### config.mk
export PLATFORM = sky130hd
export DESIGN_NAME = lpr_cell
export DESIGN_NICKNAME = d
export VERILOG_FILES = /design/src/hw/rtl/lpr_pkg.sv /design/src/hw/rtl/lpr_cell.sv
export SDC_FILE = /design/constraint.sdc
export NUM_CORES = 1
export LEC_CHECK = 0
export BUFFER_PORTS_ARGS = -buffer_cell sky130_fd_sc_hd__buf_2
export CAP_MARGIN = 30
export CELL_PAD_IN_SITES_DETAIL_PLACEMENT = 1
export CELL_PAD_IN_SITES_GLOBAL_PLACEMENT = 2
export CORE_MARGIN = 2
export CORE_UTILIZATION = 29
export CTS_CLUSTER_SIZE = 14
export DETAILED_ROUTE_END_ITERATION = 10
export PLACE_DENSITY_LB_ADDON = 0.1
export SLEW_MARGIN = 20
export SYNTH_ARGS = -nofsm -noshare
export SYNTH_HDL_FRONTEND = slang
export SYNTH_SLANG_ARGS = --single-unit
### constraint.sdc
create_clock -name clk -period 4.3 [get_ports clk]
set_clock_uncertainty 0.1 [all_clocks]
set_input_delay 0.43 -clock clk [delete_from_list [all_inputs] [get_ports clk]]
set_output_delay 0.43 -clock clk [all_outputs]
set_load 0.01 [all_outputs]
### src/hw/rtl/lpr_pkg.sv
// lpr_pkg: shared types, status codes and helpers for the longest prefix router
// used by lpr_cell and ipv4_longest_prefix_router_core; no dependencies
package lpr_pkg;

	localparam int TABLE_DEPTH_DEF = 64;
	localparam int TABLE_DEPTH_MAX = 1024;
	localparam int SLOT_W = $clog2(TABLE_DEPTH_MAX);
	localparam int PORT_COUNT = 16;

	localparam logic [2:0] ST_FORWARDED = 3'd0;
	localparam logic [2:0] ST_NO_ROUTE = 3'd1;
	localparam logic [2:0] ST_TTL_EXPIRED = 3'd2;
	localparam logic [2:0] ST_STORED = 3'd3;
	localparam logic [2:0] ST_FULL = 3'd4;

	localparam logic KIND_ADD = 1'b0;
	localparam logic KIND_ROUTE = 1'b1;

	localparam logic [5:0] MAX_LEN = 6'd32;

	// running search state handed from cell to cell
	typedef struct packed {
		logic active;
		logic found_same;
		logic [SLOT_W-1:0] same_slot;
		logic found_free;
		logic [SLOT_W-1:0] free_slot;
		logic best_valid;
		logic [5:0] best_len;
		logic [3:0] best_port;
		logic best_has_hop;
		logic [31:0] best_hop;
	} acc_t;

	// table write broadcast to every cell
	typedef struct packed {
		logic en;
		logic [SLOT_W-1:0] slot;
		logic [31:0] prefix;
		logic [5:0] len;
		logic has_hop;
		logic [31:0] hop;
		logic [3:0] port;
	} wr_t;

	function automatic logic [31:0] prefix_mask(input logic [5:0] len);
		logic [31:0] m;
		if (len == 6'd0) begin
			m = 32'h0;
		end else if (len >= MAX_LEN) begin
			m = 32'hFFFF_FFFF;
		end else begin
			m = 32'hFFFF_FFFF << (MAX_LEN - len);
		end
		return m;
	endfunction

endpackage

### src/hw/rtl/lpr_cell.sv
// lpr_cell: one routing table entry plus one register stage of the search chain
// depends on lpr_pkg
module lpr_cell #(
	parameter int IDX = 0
) (
	input  logic              clk,
	input  logic              arst_n,
	input  logic [31:0]       item_prefix,
	input  logic [31:0]       item_dest,
	input  lpr_pkg::acc_t     acc_in,
	input  lpr_pkg::wr_t      wr,
	output lpr_pkg::acc_t     acc_out
);

	localparam logic [lpr_pkg::SLOT_W-1:0] MY_SLOT = IDX[lpr_pkg::SLOT_W-1:0];

	logic        valid_q;
	logic [31:0] prefix_q;
	logic [5:0]  len_q;
	logic        has_hop_q;
	logic [31:0] hop_q;
	logic [3:0]  port_q;
	lpr_pkg::acc_t acc_q;
	lpr_pkg::acc_t acc_next;

	logic same_hit;
	logic route_hit;

	assign same_hit = valid_q && (prefix_q == item_prefix);
	assign route_hit = valid_q &&
		(((prefix_q ^ item_dest) & lpr_pkg::prefix_mask(len_q)) == 32'h0) &&
		(!acc_in.best_valid || (len_q >= acc_in.best_len));

	always_comb begin
		acc_next = acc_in;
		if (!acc_in.found_same && same_hit) begin
			acc_next.found_same = 1'b1;
			acc_next.same_slot = MY_SLOT;
		end
		if (!acc_in.found_free && !valid_q) begin
			acc_next.found_free = 1'b1;
			acc_next.free_slot = MY_SLOT;
		end
		// later slots win ties, so equal length replaces the earlier pick
		if (route_hit) begin
			acc_next.best_valid = 1'b1;
			acc_next.best_len = len_q;
			acc_next.best_port = port_q;
			acc_next.best_has_hop = has_hop_q;
			acc_next.best_hop = hop_q;
		end
	end

	always_ff @(posedge clk or negedge arst_n) begin
		if (!arst_n) begin
			valid_q <= 1'b0;
			acc_q <= '0;
		end else begin
			acc_q <= acc_next;
			if (wr.en && (wr.slot == MY_SLOT)) begin
				valid_q <= 1'b1;
			end
		end
	end

	always_ff @(posedge clk) begin
		if (wr.en && (wr.slot == MY_SLOT)) begin
			prefix_q <= wr.prefix;
			len_q <= wr.len;
			has_hop_q <= wr.has_hop;
			hop_q <= wr.hop;
			port_q <= wr.port;
		end
	end

	assign acc_out = acc_q;

endmodule

# After elaboration in Yosys (flattened, before gate mapping)
# Cells that the tools add are included.
# classes
add_sub_neg	1
n_eq_ne	1
n_mux	5
magnitude_cmp	2
reduce_logical	14
shifts	1
n_bitwise	2
# op_table
operator	count
2-to-1 mux 32 bit	2
2-to-1 mux 44 bit	1
bitwise AND 32 bit	1
equality test 32 bit	1
logical NOT 32 bit	1
left shift 32 x 6 -> 32 bit, first input constant	1
XOR 32 bit	1
2-to-1 mux 11 bit	2
logical NOT 10 bit	1
greater-or-equal comparator 6 bit	1
greater-or-equal comparator 6 bit, second input constant	1
logical AND 1 bit	6
logical NOT 6 bit	1
subtractor 6 bit, first input constant	1
logical NOT 1 bit	4
logical OR 1 bit	1
# totals
input_bits	219
reg_bits	143
output_inout_bits	67
wordCells	42

# Longest topological paths before layout
# logic_depth
ltp_word	9
depth_mapped	13
ltp_nobuf	10

# Worst setup path after synthesis
# No wires, ideal clock.
# synth_timing
path_kind	input-to-reg
startpoint	in wr[77] (netlist bit)
endpoint	reg valid_q
path_buffers	0
t_required_ns	4.089
path_slack_ns	-4.544
path_stages	4
setup_time_ns	0.111
arrival_ns	8.633
cell_sequence	nor4b_1 nand2_1 nor4_1 or2_2
# synth_via
elab_chain_len	2
# synth_lines
item	line	text
from (decl)	lpr_cell.sv:11	input lpr_pkg::wr_t wr,
logical NOT 10 bit	lpr_cell.sv:60	if (wr.en && (wr.slot == MY_SLOT)) begin
logical AND 1 bit	lpr_cell.sv:60	
to (signal assigned)	lpr_cell.sv:56	valid_q <= 1'b0;
to (signal assigned)	lpr_cell.sv:61	valid_q <= 1'b1;
to (decl)	lpr_cell.sv:17	logic valid_q;
# Every way passes these cells.
# A chain may end at the register's enable or synchronous reset.

==> flow_summary.ini <==
[min_path]
holdCritPathClass = primary input to register
hold_start = wr[19]
min_delay_path_depth = 1
hold_end = hop_q[15]

[flow_run]
max-cap-violations = 0

[logic_synthesis]
ys_seq_elements = 143
syn_area_per_cell_sq_um = 14.24
synth_area_leader_cell = edfxtp_1
synthDistinctLibCells = 52
synth_area_sq_um = 6182
ys.warnings.count = 0
synth-edff-count = 75
netlist_top_cells_area = edfxtp_1, dfrtp_1, xnor2_1
synth_seq_area_share_pct = 63.95
yosysTopAreaCellShare_pct = 36.43
synth_nets = 663
synth_cells = 434
synthFlopType = edfxtp_1
async_flop_share_pct = 47.55

[setup_path]
crit_path_end_kind = register
crit_path_start_kind = register
crit_fanout = 30
r2r_start = len_q[1]
critPathRequiredTime_ns = 4.50
reg2regPathDepth = 11
arrival_ns = 4.16
path_class = register to register
timing.rr.end = acc_out[15]
ff2ff_setup_slack_ns = 0.35

[timing]
slew_violations = 0
setup_viol = 0
worst_pin_slew_ns = 0.7282
relSlewSlack_pct = 51.27
finalHoldViolations = 0
fmax_mhz = 252.9
min_period_over_period_pct = 91.95
setup_tns_ns = 0
rsz0062_at_grt = false
hold_ws_ns = 0.08520
min_period_ns = 3.954

[layout]
multi_input_area_sq_um = 2085
n_fill_cell = 2334
syn2layout_area_growth_pct = 39.02
drive_gt1_share_pct = 49.33
seqCellArea_sq_um = 3954
nets = 964

[global_routing]
grt_usage_pct = 16.77
grt_overflow = 0
grt_pass1_vias = 5058
grt_pass1_wl_mm = 28.01
antenna_found_initial = 7
grt_max_degree = 69

[placed_design]
io_buffers = 285
gp_congestion = 0.7690
dpl.hpwl_mm = 14.77

[outcome]
status = finished, final reports clean

[routing]
num_vias = 4636
routedWlPerCell_um = 18.48
drcViolationCount = 0
postRouteAntennaNets = 0
vias_per_cell = 4.523
routed_wl_mm = 18.95
first_pass_iters = 4
drtIter0Drc = 154

[die]
die_h_um = 150.0
die_w_um = 150.0
rows = 53
die_area_sq_um = 22500
initial_utilization_pct = 29.50
core_sq_um = 20960
ios = 286

[clock_network]
cts.sinks = 143
cts_root_buf = clkbuf_16
post_cts_buffers = 0
cts_resized = 0
cts_tree = done
h-tree-depth = 4
cts_buffers = 17
clockBufferDepth = 2
clk_pin_slew_ns = 0.07
clock_latency_ns = 0.41

[pwr]
total_power_mw = 3.239
p_per_area_nw_per_um2 = 376.8
p_leak_nw = 3.734
peakVddDrop_mv = 0.2869
==> report_power, final <==
part / total [mW] / internal, mW / switching, mW
Clock: 1.49 / 0.830 / 0.664
Combinational: 0.262 / 0.143 / 0.119
Sequential: 1.48 / 1.47 / 0.00852
==> layer usage <==
layer,track usage (%),share of wire [%],vias up
li1,-,-,2178
met1,18.80,38,2240
met2,29.04,52,181
met3,6.982,8.4,29
met4,5.142,1.8,8
met5,0,0.32,-
==> worst max path at each step <==
stage | from | to | slack, ns
floorplan | wr[77] | has_hop_q | 0.54
global placement | len_q[0] | acc_out[17] | 0.50
detailed placement | len_q[1] | acc_out[16] | 0.35
CTS | len_q[1] | acc_out[12] | 0.33
global route | len_q[1] | acc_out[12] | 0.07
finish | len_q[1] | acc_out[15] | 0.35
==> Yosys cell counts, types with 4 or more instances <==
cell type,instances
nand3_1,7
xor2_1,16
nand2b_1,8
mux2_2,30
mux2_4,9
ha_1,10
nand4_1,11
nor4_1,4
xnor2_1,46
o22ai_1,6
nor2_1,16
o21ai_0,10
dfrtp_1,68
nand2_1,12
nor2b_1,21
edfxtp_1,75
a21oi_1,10
a31oi_1,4
inv_1,18
o31ai_1,5
==> final cells by class <==
type / instances / area share (%)
Antenna cell: 2 / 0.05823
Clock buffer: 17 / 4.950
Clock inverter: 15 / 1.951
Inverter: 18 / 0.7861
Multi-Input combinational cell: 262 / 24.25
Tap cell: 275 / 4.003
Timing Repair Buffer: 293 / 17.99
Sequential cell: 143 / 46.00
==> logic make-up (layout without fill, tap and decap cells) <==
group / Yosys count / after routing / share of synthesized area [%]
adders and majority gates: 10 / 10 / 2.024
buffers and inverters: 29 / 343 / 2.570
and+or+nand+nor: 94 / 94 / 8.703
xor gates and xnor gates: 62 / 62 / 8.784
DFF: 143 / 143 / 63.95
muxes: 40 / 40 / 7.812
AOI/OAI and AO/OA: 56 / 56 / 6.153
other: 0 / 2 / 0
==> sequential cells by signal (all words and copies together) (netlist names) <==
signal and cells:
hop_q 32, has_hop_q 1, len_q 6, prefix_q 32, valid_q 1, acc_out 67
port_q 4
==> stage by stage <==
stage,utilization (%),instances,area [sq um],setup slack (ns)
after floorplan,-,434,6197,0.5376
after global placement,37.80,987,7921,0.4988
after detailed placement,37.93,988,7949,0.3493
after CTS,40.81,1021,8552,0.3315
after global routing,41.01,1025,8594,0.06729
final,41.01,1025,8594,0.3462
==> cell usage in the layout, fill, tap and decap left out, types with 3 or more instances in the layout <==
master | Yosys | routed
dfrtp_1 | 68 | 68
buf_4 | 3 | 4
ha_1 | 10 | 10
buf_2 | 3 | 284
nand2_1 | 12 | 12
nand4_1 | 11 | 11
nor3_1 | 3 | 3
a31oi_1 | 4 | 4
o21ai_0 | 10 | 10
nor2_1 | 16 | 16
o22ai_1 | 6 | 6
nand3_1 | 7 | 7
xor2_1 | 16 | 16
a21oi_1 | 10 | 10
inv_8 | 0 | 5
xnor2_1 | 46 | 46
inv_6 | 0 | 4
inv_1 | 18 | 18
nor2b_1 | 21 | 21
mux2_2 | 30 | 30
or3_1 | 3 | 3
a222oi_1 | 3 | 3
o31ai_1 | 5 | 5
nand2b_1 | 8 | 8
clkbuf_16 | 0 | 17
nor4_1 | 4 | 3
mux2_4 | 9 | 9
edfxtp_1 | 75 | 75
==> repair_timing <==
action / in CTS / in global routing
setup endpoints to repair: 0 / 0
endpoints found under the hold margin: 1 / 16
hold buffers: 1 / 1
==> worst max-delay path: stages (launching register included) <==
cell and delay (ns):
edfxtp_1 0.48, inv_1 0.19, ha_1 0.37, nor3b_2 0.34, xor2_1 0.20, o32ai_1 0.30
a31oi_1 0.12, a2111o_1 0.43, nor4_4 0.27, or2_2 0.37, buf_12 0.27, mux2_2 0.37
(Power assumes the default switching activity.)
